File: src/rtl/core/sfd_pkg.sv
package sfd_pkg;

  localparam int unsigned QueueDepthDef = 4;
  localparam int unsigned CfgIdxW       = 2;
  localparam int unsigned CfgDataW      = 16;

  localparam logic [15:0] HelloTimeoutRst   = 16'd5000;
  localparam logic [15:0] PartialTimeoutRst = 16'd100;

  localparam logic [7:0] HeaderB0 = 8'h80;
  localparam logic [7:0] HeaderB1 = 8'h81;
  localparam logic [3:0] HelloLen = 4'd11;

  typedef enum logic [CfgIdxW-1:0] {
    CfgHelloTimeout   = 2'd0,
    CfgPartialTimeout = 2'd1
  } sfd_cfg_e;

  typedef enum logic {
    CmdByte = 1'b0,
    CmdTick = 1'b1
  } sfd_cmd_e;

  typedef enum logic [6:0] {
    PhHunt   = 7'b0000001,
    PhGot80  = 7'b0000010,
    PhSource = 7'b0000100,
    PhId     = 7'b0001000,
    PhLength = 7'b0010000,
    PhData   = 7'b0100000,
    PhCheck  = 7'b1000000
  } sfd_phase_e;

  // one queue entry; dbl means a held 0x80 goes out ahead of data
  typedef struct packed {
    logic       dbl;
    logic       valid;
    logic [7:0] data;
    logic       last;
    logic       abort;
    logic       link;
  } sfd_entry_t;

  typedef struct packed {
    logic       push;
    sfd_entry_t entry;
  } sfd_push_t;

  typedef struct packed {
    logic       valid;
    sfd_entry_t entry;
  } sfd_head_t;

  function automatic logic [7:0] hello_char(input logic [3:0] pos);
    logic [7:0] c;
    case (pos)
      4'd0:    c = 8'h45;
      4'd1:    c = 8'h53;
      4'd2:    c = 8'h50;
      4'd3:    c = 8'h33;
      4'd4:    c = 8'h32;
      4'd5:    c = 8'h2d;
      4'd6:    c = 8'h68;
      4'd7:    c = 8'h65;
      4'd8:    c = 8'h6c;
      4'd9:    c = 8'h6c;
      4'd10:   c = 8'h6f;
      default: c = 8'h00;
    endcase
    return c;
  endfunction

  function automatic logic [15:0] sat_inc16(input logic [15:0] v);
    return (v == 16'hffff) ? v : v + 16'd1;
  endfunction

endpackage

File: src/rtl/core/sfd_in_if.sv
interface sfd_in_if;
  logic       valid;
  logic       ready;
  logic       command;
  logic [7:0] rx_byte;

  modport source (output valid, command, rx_byte, input ready);
  modport sink (input valid, command, rx_byte, output ready);
endinterface

File: src/rtl/core/sfd_out_if.sv
interface sfd_out_if;
  logic       valid;
  logic       ready;
  logic       out_valid;
  logic [7:0] out_byte;
  logic       out_first;
  logic       out_last;
  logic       out_abort;
  logic       link_up;

  modport source (output valid, out_valid, out_byte, out_first, out_last, out_abort, link_up,
                  input ready);
  modport sink (input valid, out_valid, out_byte, out_first, out_last, out_abort, link_up,
                output ready);
endinterface

File: src/rtl/core/sfd_front.sv
module sfd_front import sfd_pkg::*; (
  input  logic                clk_i,
  input  logic                rst_ni,
  input  logic                cfg_we_i,
  input  logic [CfgIdxW-1:0]  cfg_idx_i,
  input  logic [CfgDataW-1:0] cfg_data_i,
  sfd_in_if.sink              in_ch,
  input  logic                full_i,
  output sfd_push_t           push_o
);

  logic [15:0] hto_q, pto_q;
  sfd_phase_e  phase_q, phase_d;
  logic [7:0]  bl_q, bl_d;
  logic [3:0]  hp_q, hp_d;
  logic        link_q, link_d;
  logic [15:0] ha_q, ha_d;
  logic [15:0] pa_q, pa_d;
  sfd_entry_t  ent;
  logic        accept;
  logic [7:0]  b;

  assign in_ch.ready = !full_i;
  assign accept      = in_ch.valid && !full_i;
  assign b           = in_ch.rx_byte;

  always_ff @(posedge clk_i or negedge rst_ni) begin
    if (!rst_ni) begin
      hto_q <= HelloTimeoutRst;
      pto_q <= PartialTimeoutRst;
    end else if (cfg_we_i) begin
      unique case (sfd_cfg_e'(cfg_idx_i))
        CfgHelloTimeout:   hto_q <= cfg_data_i;
        CfgPartialTimeout: pto_q <= cfg_data_i;
        default: ;
      endcase
    end
  end

  always_comb begin
    phase_d = phase_q;
    bl_d    = bl_q;
    hp_d    = hp_q;
    link_d  = link_q;
    ha_d    = ha_q;
    pa_d    = pa_q;
    ent     = '0;
    if (in_ch.command == CmdTick) begin
      ha_d = sat_inc16(ha_q);
      if (link_q && ha_d > hto_q) link_d = 1'b0;
      if (phase_q != PhHunt) begin
        pa_d = sat_inc16(pa_q);
        if (pa_d > pto_q) begin
          // only frames already partly sent report an abort
          ent.abort = (phase_q != PhGot80);
          phase_d   = PhHunt;
          bl_d      = 8'd0;
          pa_d      = 16'd0;
        end
      end
    end else begin
      if (hp_q < HelloLen && b == hello_char(hp_q)) begin
        hp_d = hp_q + 4'd1;
      end else begin
        hp_d = (b == hello_char(4'd0)) ? 4'd1 : 4'd0;
      end
      if (hp_d >= HelloLen) begin
        link_d = 1'b1;
        ha_d   = 16'd0;
        hp_d   = 4'd0;
      end
      unique case (phase_q)
        PhHunt: begin
          if (b == HeaderB0) begin
            phase_d = PhGot80;
            pa_d    = 16'd0;
          end
        end
        PhGot80: begin
          if (b == HeaderB1) begin
            phase_d   = PhSource;
            ent.dbl   = 1'b1;
            ent.valid = 1'b1;
            ent.data  = b;
          end else begin
            pa_d = 16'd0;
            if (b != HeaderB0) phase_d = PhHunt;
          end
        end
        PhSource: begin
          phase_d   = PhId;
          ent.valid = 1'b1;
          ent.data  = b;
        end
        PhId: begin
          phase_d   = PhLength;
          ent.valid = 1'b1;
          ent.data  = b;
        end
        PhLength: begin
          bl_d      = b;
          phase_d   = (b == 8'd0) ? PhCheck : PhData;
          ent.valid = 1'b1;
          ent.data  = b;
        end
        PhData: begin
          if (bl_q != 8'd0) bl_d = bl_q - 8'd1;
          if (bl_d == 8'd0) phase_d = PhCheck;
          ent.valid = 1'b1;
          ent.data  = b;
        end
        PhCheck: begin
          phase_d   = PhHunt;
          bl_d      = 8'd0;
          pa_d      = 16'd0;
          ent.valid = 1'b1;
          ent.data  = b;
          ent.last  = 1'b1;
        end
        default: phase_d = PhHunt;
      endcase
    end
    ent.link = link_d;
  end

  always_ff @(posedge clk_i or negedge rst_ni) begin
    if (!rst_ni) begin
      phase_q <= PhHunt;
      bl_q    <= 8'd0;
      hp_q    <= 4'd0;
      link_q  <= 1'b0;
      ha_q    <= 16'd0;
      pa_q    <= 16'd0;
    end else if (accept) begin
      phase_q <= phase_d;
      bl_q    <= bl_d;
      hp_q    <= hp_d;
      link_q  <= link_d;
      ha_q    <= ha_d;
      pa_q    <= pa_d;
    end
  end

  assign push_o.push  = accept;
  assign push_o.entry = ent;

endmodule

File: src/rtl/core/sfd_fifo.sv
module sfd_fifo import sfd_pkg::*; #(
  parameter int unsigned Depth = QueueDepthDef
) (
  input  logic      clk_i,
  input  logic      rst_ni,
  input  sfd_push_t push_i,
  input  logic      pop_i,
  output logic      full_o,
  output sfd_head_t head_o
);

  localparam int unsigned PtrW = (Depth > 1) ? $clog2(Depth) : 1;
  localparam int unsigned CntW = $clog2(Depth + 1);

  sfd_entry_t        mem_q [Depth];
  logic [PtrW-1:0]   wr_q, rd_q;
  logic [CntW-1:0]   cnt_q;

  assign full_o       = (cnt_q == CntW'(Depth));
  assign head_o.valid = (cnt_q != '0);
  assign head_o.entry = mem_q[rd_q];

  always_ff @(posedge clk_i) begin
    if (push_i.push) mem_q[wr_q] <= push_i.entry;
  end

  always_ff @(posedge clk_i or negedge rst_ni) begin
    if (!rst_ni) begin
      wr_q  <= '0;
      rd_q  <= '0;
      cnt_q <= '0;
    end else begin
      if (push_i.push) wr_q <= (wr_q == PtrW'(Depth - 1)) ? '0 : wr_q + PtrW'(1);
      if (pop_i) rd_q <= (rd_q == PtrW'(Depth - 1)) ? '0 : rd_q + PtrW'(1);
      if (push_i.push && !pop_i) begin
        cnt_q <= cnt_q + CntW'(1);
      end else if (pop_i && !push_i.push) begin
        cnt_q <= cnt_q - CntW'(1);
      end
    end
  end

endmodule

File: src/rtl/core/sfd_back.sv
module sfd_back import sfd_pkg::*; (
  input  logic      clk_i,
  input  logic      rst_ni,
  input  sfd_head_t head_i,
  output logic      pop_o,
  sfd_out_if.source out_ch
);

  logic half_q;
  logic lead;
  logic xfer;

  // a header pair sends the held 0x80 first, then the entry's own byte
  assign lead = head_i.entry.dbl && !half_q;
  assign xfer = head_i.valid && out_ch.ready;
  assign pop_o = xfer && !lead;

  assign out_ch.valid     = head_i.valid;
  assign out_ch.out_valid = lead ? 1'b1 : head_i.entry.valid;
  assign out_ch.out_byte  = lead ? HeaderB0 : head_i.entry.data;
  assign out_ch.out_first = lead;
  assign out_ch.out_last  = lead ? 1'b0 : head_i.entry.last;
  assign out_ch.out_abort = lead ? 1'b0 : head_i.entry.abort;
  assign out_ch.link_up   = head_i.entry.link;

  always_ff @(posedge clk_i or negedge rst_ni) begin
    if (!rst_ni) begin
      half_q <= 1'b0;
    end else if (xfer) begin
      half_q <= lead;
    end
  end

endmodule

File: src/rtl/core/serial_frame_deframer_with_link_watch.sv
// path: an item's result is written into the result queue and offered from the queue's head
// throughput: one item per cycle while the queue (QueueDepth entries) has room
// a completed header pair gives two results from one queue entry, which is popped after the second
// reset: hunting for header, link down, ages zero, queue empty,
// hello timeout 5000 and partial timeout 100 ticks
module serial_frame_deframer_with_link_watch import sfd_pkg::*; #(
  parameter int unsigned QueueDepth = QueueDepthDef
) (
  input  logic                clk_i,
  input  logic                rst_ni,
  input  logic                cfg_we_i,
  input  logic [CfgIdxW-1:0]  cfg_idx_i,
  input  logic [CfgDataW-1:0] cfg_data_i,
  sfd_in_if.sink              in_ch_i,
  sfd_out_if.source           out_ch_o
);

  sfd_push_t push;
  sfd_head_t head;
  logic      full;
  logic      pop;

  sfd_front u_front (
    .clk_i      (clk_i),
    .rst_ni     (rst_ni),
    .cfg_we_i   (cfg_we_i),
    .cfg_idx_i  (cfg_idx_i),
    .cfg_data_i (cfg_data_i),
    .in_ch      (in_ch_i),
    .full_i     (full),
    .push_o     (push)
  );

  sfd_fifo #(
    .Depth (QueueDepth)
  ) u_fifo (
    .clk_i  (clk_i),
    .rst_ni (rst_ni),
    .push_i (push),
    .pop_i  (pop),
    .full_o (full),
    .head_o (head)
  );

  sfd_back u_back (
    .clk_i  (clk_i),
    .rst_ni (rst_ni),
    .head_i (head),
    .pop_o  (pop),
    .out_ch (out_ch_o)
  );

endmodule

File: src/flat_wrapper.sv
// flat-port wrapper written by rule: the top's interface ports become plain ports
module serial_frame_deframer_with_link_watch_flat import sfd_pkg::*;
#(
  parameter int unsigned QueueDepth = QueueDepthDef
)
  (clk_i, rst_ni, cfg_we_i, cfg_idx_i, cfg_data_i, in_ch_i_valid, in_ch_i_command, in_ch_i_rx_byte, in_ch_i_ready, out_ch_o_valid, out_ch_o_out_valid, out_ch_o_out_byte, out_ch_o_out_first, out_ch_o_out_last, out_ch_o_out_abort, out_ch_o_link_up, out_ch_o_ready);
  sfd_in_if in_ch_i_i ();
  sfd_out_if out_ch_o_i ();
  input  logic clk_i;
  input  logic rst_ni;
  input  logic cfg_we_i;
  input  logic [CfgIdxW-1:0] cfg_idx_i;
  input  logic [CfgDataW-1:0] cfg_data_i;
  input wire logic [$bits(in_ch_i_i.valid)-1:0] in_ch_i_valid;
  input wire logic [$bits(in_ch_i_i.command)-1:0] in_ch_i_command;
  input wire logic [$bits(in_ch_i_i.rx_byte)-1:0] in_ch_i_rx_byte;
  output wire logic [$bits(in_ch_i_i.ready)-1:0] in_ch_i_ready;
  output wire logic [$bits(out_ch_o_i.valid)-1:0] out_ch_o_valid;
  output wire logic [$bits(out_ch_o_i.out_valid)-1:0] out_ch_o_out_valid;
  output wire logic [$bits(out_ch_o_i.out_byte)-1:0] out_ch_o_out_byte;
  output wire logic [$bits(out_ch_o_i.out_first)-1:0] out_ch_o_out_first;
  output wire logic [$bits(out_ch_o_i.out_last)-1:0] out_ch_o_out_last;
  output wire logic [$bits(out_ch_o_i.out_abort)-1:0] out_ch_o_out_abort;
  output wire logic [$bits(out_ch_o_i.link_up)-1:0] out_ch_o_link_up;
  input wire logic [$bits(out_ch_o_i.ready)-1:0] out_ch_o_ready;
  assign in_ch_i_i.valid = in_ch_i_valid;
  assign in_ch_i_i.command = in_ch_i_command;
  assign in_ch_i_i.rx_byte = in_ch_i_rx_byte;
  assign in_ch_i_ready = in_ch_i_i.ready;
  assign out_ch_o_valid = out_ch_o_i.valid;
  assign out_ch_o_out_valid = out_ch_o_i.out_valid;
  assign out_ch_o_out_byte = out_ch_o_i.out_byte;
  assign out_ch_o_out_first = out_ch_o_i.out_first;
  assign out_ch_o_out_last = out_ch_o_i.out_last;
  assign out_ch_o_out_abort = out_ch_o_i.out_abort;
  assign out_ch_o_link_up = out_ch_o_i.link_up;
  assign out_ch_o_i.ready = out_ch_o_ready;
  serial_frame_deframer_with_link_watch #(.QueueDepth(QueueDepth)) u_core (.clk_i(clk_i), .rst_ni(rst_ni), .cfg_we_i(cfg_we_i), .cfg_idx_i(cfg_idx_i), .cfg_data_i(cfg_data_i), .in_ch_i(in_ch_i_i), .out_ch_o(out_ch_o_i));
endmodule
File: config.mk
export PLATFORM = sky130hd
export DESIGN_NAME = serial_frame_deframer_with_link_watch_flat
export DESIGN_NICKNAME = d
export VERILOG_FILES = /design/src/rtl/core/sfd_pkg.sv /design/src/rtl/core/sfd_in_if.sv /design/src/rtl/core/sfd_out_if.sv /design/src/rtl/core/sfd_front.sv /design/src/rtl/core/sfd_fifo.sv /design/src/rtl/core/sfd_back.sv /design/src/rtl/core/serial_frame_deframer_with_link_watch.sv /design/src/flat_wrapper.sv
export SDC_FILE = /design/constraint.sdc
export NUM_CORES = 1
export LEC_CHECK = 0
export BUFFER_PORTS_ARGS = -buffer_cell sky130_fd_sc_hd__buf_2
export CORE_ASPECT_RATIO = 0.5
export CORE_MARGIN = 4
export CORE_UTILIZATION = 30
export DETAILED_ROUTE_END_ITERATION = 12
export PLACE_DENSITY = 0.46
export SETUP_SLACK_MARGIN = 0.05
export SLEW_MARGIN = 25
export SYNTH_ARGS = -nofsm -noshare
export SYNTH_HDL_FRONTEND = slang
export SYNTH_HIERARCHICAL = 1
export SYNTH_SLANG_ARGS = --single-unit
File: constraint.sdc
create_clock -name clk_i -period 9.82 [get_ports clk_i]
set_clock_uncertainty 0.05 [all_clocks]
set_input_delay 1.473 -clock clk_i [delete_from_list [all_inputs] [get_ports clk_i]]
set_output_delay 1.473 -clock clk_i [all_outputs]
set_load 0.02 [all_outputs]
==> summary.txt, run 1 <==
Status
  • Status: completed

STA
  • Slew Limit Headroom: 32.9%
  • Final WS setup: around 5.3 ns
  • Slew @ Worst Pin: 0.998 ns
  • Tmin final: 4.50 ns
  • Final hold vios: 0
  • RSZ-0062 raised after global routing: no
  • Slew Limit Fails: 0
  • Fin crit share: 45.9%
  • Final setup vio count: 0
  • Final TNS setup: 0 ns
  • Fmax: 0.222 GHz

Synthesis
  • Asr flop ratio synth: 63.9%
  • Post-Syn Instances: 847
  • EDFF count, synth: 52
  • Commonest cells post-synth: dfrtp_1, nand2_1, nor2_1, edfxtp_1, o21ai_0
  • Xor and xnor area share after synthesis: 3.63%
  • Post-synthesis cell area: just under 0.009 mm^2
  • Post-synth top area cell: dfrtp_1
  • Mux contribution to synthesized area: 7.73%
  • Largest family of logic cells by synthesized area: simple AND/OR/NAND/NOR gates
  • Sequential share of the synthesized area: between 40% and 50%
  • Top-area cell type share of the netlist area: about a quarter
  • Adder-cell share of the synthesized area: between 7 and 8%
  • Main synth FF type: dfrtp_1
  • Syn_area_per_cell: about 10 um^2
  • Synth cell types: 77
  • Syn_nets: 929
  • Complex-gate fraction of the synthesized area: 13.5%
  • Area contributors post-synth: dfrtp_1, edfxtp_1, ha_1
  • Synth Area in Simple Gates: 18.3%
  • Most common cell in the netlist: dfrtp_1
  • Synthesis Warnings: 6
  • Seq cells post-synth: around 140

Pwr
  • Leak pwr: 4.08 nW
  • Max IR drop VDD: 115 uV
  • Pwr/cell area: 230 mW/mm^2

Clock network
  • H-Tree Depth: 4
  • Clock latency at the later pin of the worst-skew pair: 0.43 ns
  • Max clock buf depth: 2
  • Post-CTS Setup Repair Bufs: 0
  • Worst-path clk slew: 0.07 ns
  • Clock Sinks: 144
  • CTS tree: built
  • CTS resizes: 0
  • Hold Buf Count CTS: 0
  • Clk Tree Root Cell: clkbuf_16
  • Total CTS buffers: 17

Cells and area
  • Layout area overhead: 12.7%
  • Layout cells sized above 1: between 15 and 20%
  • Fill count: 2861
  • Multi-input logic area: 0.00439 mm^2
  • Final #Nets: between 900 and 1000
  • Reg area: 0.00387 mm^2
  • Diodes inserted: 0

Critical path
  • CP max stage delay: 0.66 ns
  • CP Max Fanout: 8
  • Critical path endpoint category: flop
  • Critical Path AT: 4.68 ns
  • Critical path type: flop to flop
  • Crit start category: flop
  • RR Startpoint: u_core/u_front/ha_q[0]
  • CP Data Required Time: around 10 ns
  • Crit path from: u_core/u_front/ha_q[0]
  • Max stage delay cell, worst path: nor4_1
  • CP Cell Sequence: ha_1, inv_1, nor4_1, nand3_1, mux2_2, ha_1, nor2b_1, o21a_1, o21bai_1, a21oi_1, a2111oi_0, o21ai_0, a21oi_1

Floorplanning
  • Die W: 249 um
  • Initial Utilization: 30.9%
  • Vert. Die Dim: 128 um
  • Num rows: 43
  • Ports: 47
  • DIE AREA: roughly 0.032 mm^2
  • Core area: 0.0281 mm^2

Drt
  • First DRT Iteration DRCs: 470
  • DR WL/cell: roughly 17 um
  • Drt total wl: 21700 um
  • Post-route DRC: 0
  • Vias: 6480
  • Routed vias/inst: a little over 5
  • Final ANT Viol Nets: 0
  • First-pass iteration count of the detailed router: 5

Placed design
  • Port Buffers: 46
  • Placed wire-length estimate: about 15000 um
  • GPL Wtd Cong: ~0.8
  • Setup WS pre-CTS: 5.40 ns

Global routing
  • GRT overflow: 0
  • Tot GR Track Use: 13.9%
  • Wire length of the first global-routing pass: around 35000 um
  • Largest net degree at the start of global routing: 63
  • Number of global-route vias before repair: 6297
  • Initial antenna violation count: 0

Job
  • Max-Cap Viols: 0

Worst hold path
  • Worst Hold Class: flop to flop
  • HP Start: u_core/u_fifo/cnt_q[2]
[path summary, 6_finish.rpt]
path                                                  end  slack, ns  cells past startpoint
worst max-delay path            u_core/u_fifo/mem_q[1][0]       5.32                     13
worst min-delay path               u_core/u_fifo/cnt_q[2]       0.44                      1
worst max register to register  u_core/u_fifo/mem_q[1][0]       5.32                     13
worst min register to register     u_core/u_fifo/cnt_q[2]       0.44                      1
max in group asynchronous           u_core/u_fifo/rd_q[1]       7.56                      2
min in group asynchronous        u_core/u_front/pto_q[11]       0.93                      1
[state kept, by name (all words and copies together) (netlist names), 3 cells and up]
register / flops
u_core/u_fifo/mem_q: 52
u_core/u_front/ha_q: 16
u_core/u_front/hto_q: 16
u_core/u_front/pa_q: 16
u_core/u_front/pto_q: 16
u_core/u_front/bl_q: 8
u_core/u_front/phase_q: 7
u_core/u_front/hp_q: 4
u_core/u_fifo/cnt_q: 3
[layer usage]
metal | track usage (%) | vias up | wire length (um)
li1 | - | 3149 | -
met1 | 20.0 | 3187 | 11300
met2 | 21.4 | 120 | 9310
met3 | 2.48 | 24 | 682
met4 | 4.65 | 0 | 329
met5 | 0 | - | 0
[cells in the final DEF (no fill, tap or decap), types with 13 or more instances in the layout]
| cell | instances |
|---|---|
| xnor2_1 | 15 |
| nand2_1 | 71 |
| nor3_1 | 20 |
| inv_1 | 48 |
| a21oi_1 | 29 |
| and2_1 | 25 |
| ha_1 | 49 |
| a21o_1 | 13 |
| clkbuf_16 | 17 |
| mux2_2 | 24 |
| nor4_1 | 15 |
| xor2_1 | 21 |
| nand3_1 | 37 |
| o21ai_0 | 51 |
| buf_2 | 45 |
| edfxtp_1 | 52 |
| a22o_1 | 19 |
| nor2b_1 | 19 |
| dfrtp_1 | 83 |
| nand4_1 | 14 |
| nor2_1 | 52 |
[kinds of logic (layout without fill, tap and decap cells)]
logic type      after synthesis  after routing
compound gates              176            176
xor+xnor                     36             36
mux                          46             46
simple gates                301            301
buf+inv                      94            136
flops                       144            144
fa+ha+maj                    50             50
[critical path, delay by kind of cell (launching register included)]
family | cells | cell delay [ns]
AO/OA/AOI/OAI | 6 | 1.59
flip-flops | 1 | 0.47
multiplexers | 1 | 0.38
adder cells (fa/ha/maj) | 2 | 0.57
AND/OR/NAND/NOR | 3 | 1.15
buffers and inverters | 1 | 0.09
[power by group]
| group | internal [mW] | leakage [nW] | switching (mW) | total, mW |
|---|---|---|---|---|
| Combinational | 0.326 | 2.16 | 0.429 | 0.756 |
| Clock | 0.398 | 0.285 | 0.261 | 0.659 |
| Sequential | 0.743 | 1.63 | 0.0938 | 0.837 |
| Total | 1.47 | 4.08 | 0.784 | 2.25 |
[area by class of cell]
type	instances	share of cell area, %
sequential	144	39.6
inverter	51	1.95
tap	382	4.88
clock inverter	11	1.43
clock buffer	21	4.50
multi-input combinational	609	44.8
timing repair buffer	53	2.91
[through the flow]
stage	area, um^2	power [mW]	util (%)	std cells	hold WS (ns)
final	9800	2.25	34.9	1271	0.435
after global routing	9800	2.41	34.9	1271	0.464
after CTS	9790	2.28	34.9	1271	0.438
after detailed placement	9210	1.61	32.8	1239	0.429
after global placement	9210	1.60	32.8	1239	0.419
after floorplan	8690	1.42	-	847	0.399
Power figures use the tool's default switching activity.
==> inputs of run 2 (changes only) <==
--- a/config.mk
+++ b/config.mk
@@ -10,7 +10,7 @@
 export CORE_MARGIN = 4
 export CORE_UTILIZATION = 30
 export DETAILED_ROUTE_END_ITERATION = 12
-export PLACE_DENSITY = 0.46
+export PLACE_DENSITY = 0.48
 export SETUP_SLACK_MARGIN = 0.05
 export SLEW_MARGIN = 25
 export SYNTH_ARGS = -nofsm -noshare
==> constraint.sdc (replaced) <==
create_clock -name clk_i -period 3.8 [get_ports clk_i]
set_clock_uncertainty 0.05 [all_clocks]
set_input_delay 0.57 -clock clk_i [delete_from_list [all_inputs] [get_ports clk_i]]
set_output_delay 0.57 -clock clk_i [all_outputs]
set_load 0.02 [all_outputs]
==> summary.txt, run 2 (synthesized netlist as in run 1, its figures left out) <==
Critical path
  • CP Cell Sequence: and4_4, nand4_1, nor3_4, nor2_2, and4_4, xor2_1, ha_1, nand4_1, nor4_2, o21ai_1, o211a_1, o21ai_2, buf_6, o21ai_0, a22o_1
  • Worst path buffer plus inverter count: 1 (unchanged)
  • Crit start category: flop
  • Critical Path AT: 3.84 ns (-0.84 ns)
  • CP Max Fanout: 6 (-2)
  • CP delay by family, top: simple AND/OR/NAND/NOR gates
  • Max stage delay cell, worst path: dfrtp_1
  • CP Data Required Time: 4.08 ns (-5.92 ns)
  • Critical path endpoint category: flop
  • CP max stage delay: 0.35 ns (-0.31 ns)
  • Critical path type: flop to flop

Clock network
  • Max clock buf depth: 2 (unchanged)
  • Clock Sinks: 144 (unchanged)
  • Total CTS buffers: 17 (unchanged)
  • Worst-path clk slew: 0.06 ns (about the same)
  • CTS tree: built
  • H-Tree Depth: 4 (unchanged)
  • Clock latency at the later pin of the worst-skew pair: 0.44 ns (about the same)
  • Clk Tree Root Cell: clkbuf_16

Pwr
  • Leak pwr: 4.32 nW (+6.0%)
  • Max IR drop VDD: 380 uV (+230%)
  • Pwr/cell area: 579 mW/mm^2 (+150%)

Cells and area
  • Top reg by flops: u_core/u_fifo/mem_q
  • Largest register FFs: 52 (unchanged)
  • Commonest cells after routing, fill and taps aside: dfrtp_1, nand2_1, edfxtp_1, nor2_1, ha_1
  • Most common cell after layout, fill and taps aside: dfrtp_1
  • Layout area overhead: 18.2%
  • Core Util, Final: 36.6% (+1.7 points)
  • Diodes inserted: 0 (unchanged)
  • Layout cells sized above 1: 21.5% (+6.0 points)
  • Final instance area: 0.0103 mm^2 (+4.8%)
  • Final #Nets: 1001 (+4.5%)

Global routing
  • Initial antenna violation count: 0 (unchanged)
  • Number of global-route vias before repair: 6399 (+1.6%)
  • Tot GR Track Use: 14.0% (+0.087 points)
  • GRT overflow: 0 (unchanged)
  • Largest net degree at the start of global routing: 68 (+7.9%)
  • Wire length of the first global-routing pass: 35500 um (+0.82%)

Floorplanning
  • Die W: 249 um (unchanged)
  • Num rows: 43 (unchanged)
  • Ports: 47 (unchanged)
  • Core area: 0.0281 mm^2 (unchanged)
  • Vert. Die Dim: 128 um (unchanged)
  • DIE AREA: 0.0319 mm^2 (unchanged)
  • Initial Utilization: 30.9% (unchanged)

Placed design
  • Placed wire-length estimate: 15900 um (+3.1%)
  • GPL Wtd Cong: 0.836 (+2.3%)
  • Placement-stage cell area: 0.00947 mm^2 (+2.7%)
  • Port Buffers: 46 (unchanged)

Drt
  • Post-route DRC: 0 (unchanged)
  • Routed vias/inst: 5.01 (-1.7%)
  • First-pass iteration count of the detailed router: 5 (unchanged)
  • First DRT Iteration DRCs: 472 (+0.43%)
  • Vias: 6587 (+1.7%)
  • DR WL/cell: 17.0 um (-0.44%)
  • Drt total wl: 22300 um (+2.9%)
  • Final ANT Viol Nets: 0 (unchanged)

Job
  • Max-Cap Viols: 0 (unchanged)

Status
  • Status: completed

STA
  • Slew Limit Fails: 0 (unchanged)
  • Fmax: 0.281 GHz (+27%)
  • Final TNS setup: 0 ns (unchanged)
  • RSZ-0062 raised after global routing: yes
  • Final setup vio count: 0 (unchanged)
  • Slew Limit Headroom: 32.1% (-0.76 points)
  • Slew @ Worst Pin: 1.01 ns (+0.0169 ns)
  • Fin crit share: 93.7% (+48 points)
  • Final hold vios: 0 (unchanged)
  • Tmin final: 3.56 ns (-0.944 ns)

Worst hold path
  • Worst Hold Class: input pin to flop
[run 2: changes by cell type in the layout (fill, tap and decap cells not counted), moves of 3 or more]
cell | before | now
a21oi_1 | 29 | 25
a21oi_2 | 0 | 4
buf_4 | 8 | 46
clkbuf_1 | 4 | 1
inv_6 | 0 | 4
nor2_1 | 52 | 49
nor2_4 | 1 | 5
nor4_1 | 15 | 10
nor4_2 | 0 | 4
o21ai_0 | 51 | 45
o21ai_1 | 2 | 6
[run 2: cell type report]
class                      count  area [um^2]
timing repair buffer          95          631
sequential                   144         3870
clock buffer                  20          457
inverter                      51          191
fill                        2832        17800
clock inverter                12          108
tap                          382          478
multi-input combinational    610         4530
[run 2: stage by stage]
stage | hold slack (ns) | std cells | worst slack, ns | power (mW)
final | 0.307 | 1314 | 0.240 | 5.95
after global routing | 0.286 | 1314 | 0.00967 | 6.37
after CTS | 0.225 | 1303 | 0.0671 | 5.95
after detailed placement | 0.427 | 1271 | -0.0921 | 4.28
after global placement | 0.424 | 1271 | -0.174 | 4.24
after floorplan | 0.224 | 847 | 0.0301 | 3.68
[run 2: final timing paths]
| check | from | endpoint | slack (ns) | cells past startpoint |
|---|---|---|---|---|
| setup reg to reg | u_core/u_front/pa_q[4] | u_core/u_front/pa_q[11] | 0.24 | 15 |
| max in group asynchronous | rst_ni | u_core/u_front/pto_q[2] | 2.27 | 4 |
| hold reg to reg | u_core/u_fifo/cnt_q[2] | u_core/u_fifo/cnt_q[2] | 0.44 | 1 |
| min in group asynchronous | rst_ni | u_core/u_front/pto_q[11] | 0.53 | 2 |
| hold / removal | cfg_data_i[12] | u_core/u_front/hto_q[12] | 0.31 | 3 |
| setup / recovery | u_core/u_front/pa_q[4] | u_core/u_front/pa_q[11] | 0.24 | 15 |
[run 2: per-layer routing]
layer | vias to the layer above | share of wire, % | global-route usage (%)
li1 | 3236 | - | -
met1 | 3197 | 50 | 19.6
met2 | 132 | 45 | 21.7
met3 | 22 | 3.7 | 3.01
met4 | 0 | 1.5 | 4.84
met5 | - | 0 | 0
[run 2: worst min-delay path, stage by stage]
cell and delay [ns]:
buf_2 0.10, nand2_1 0.04, o21ai_0 0.07
[run 2: where the power goes]
part	switching, mW	internal (mW)	leakage, nW	total (mW)
clock network	0.698	0.938	0.275	1.64
registers	0.163	1.92	1.63	2.08
logic	1.27	0.959	2.42	2.23
total	2.13	3.82	4.32	5.95
[run 2: repair_timing]
action | 4_1_cts | 5_1_grt
endpoints found under the setup margin | 4 | 38
endpoints found under the hold margin | 0 | 2
resized for setup | 2 | 34
pin swaps | 0 | 16
setup buffers | 0 | 7
gates cloned | 0 | 2
hold buffers | 0 | 1
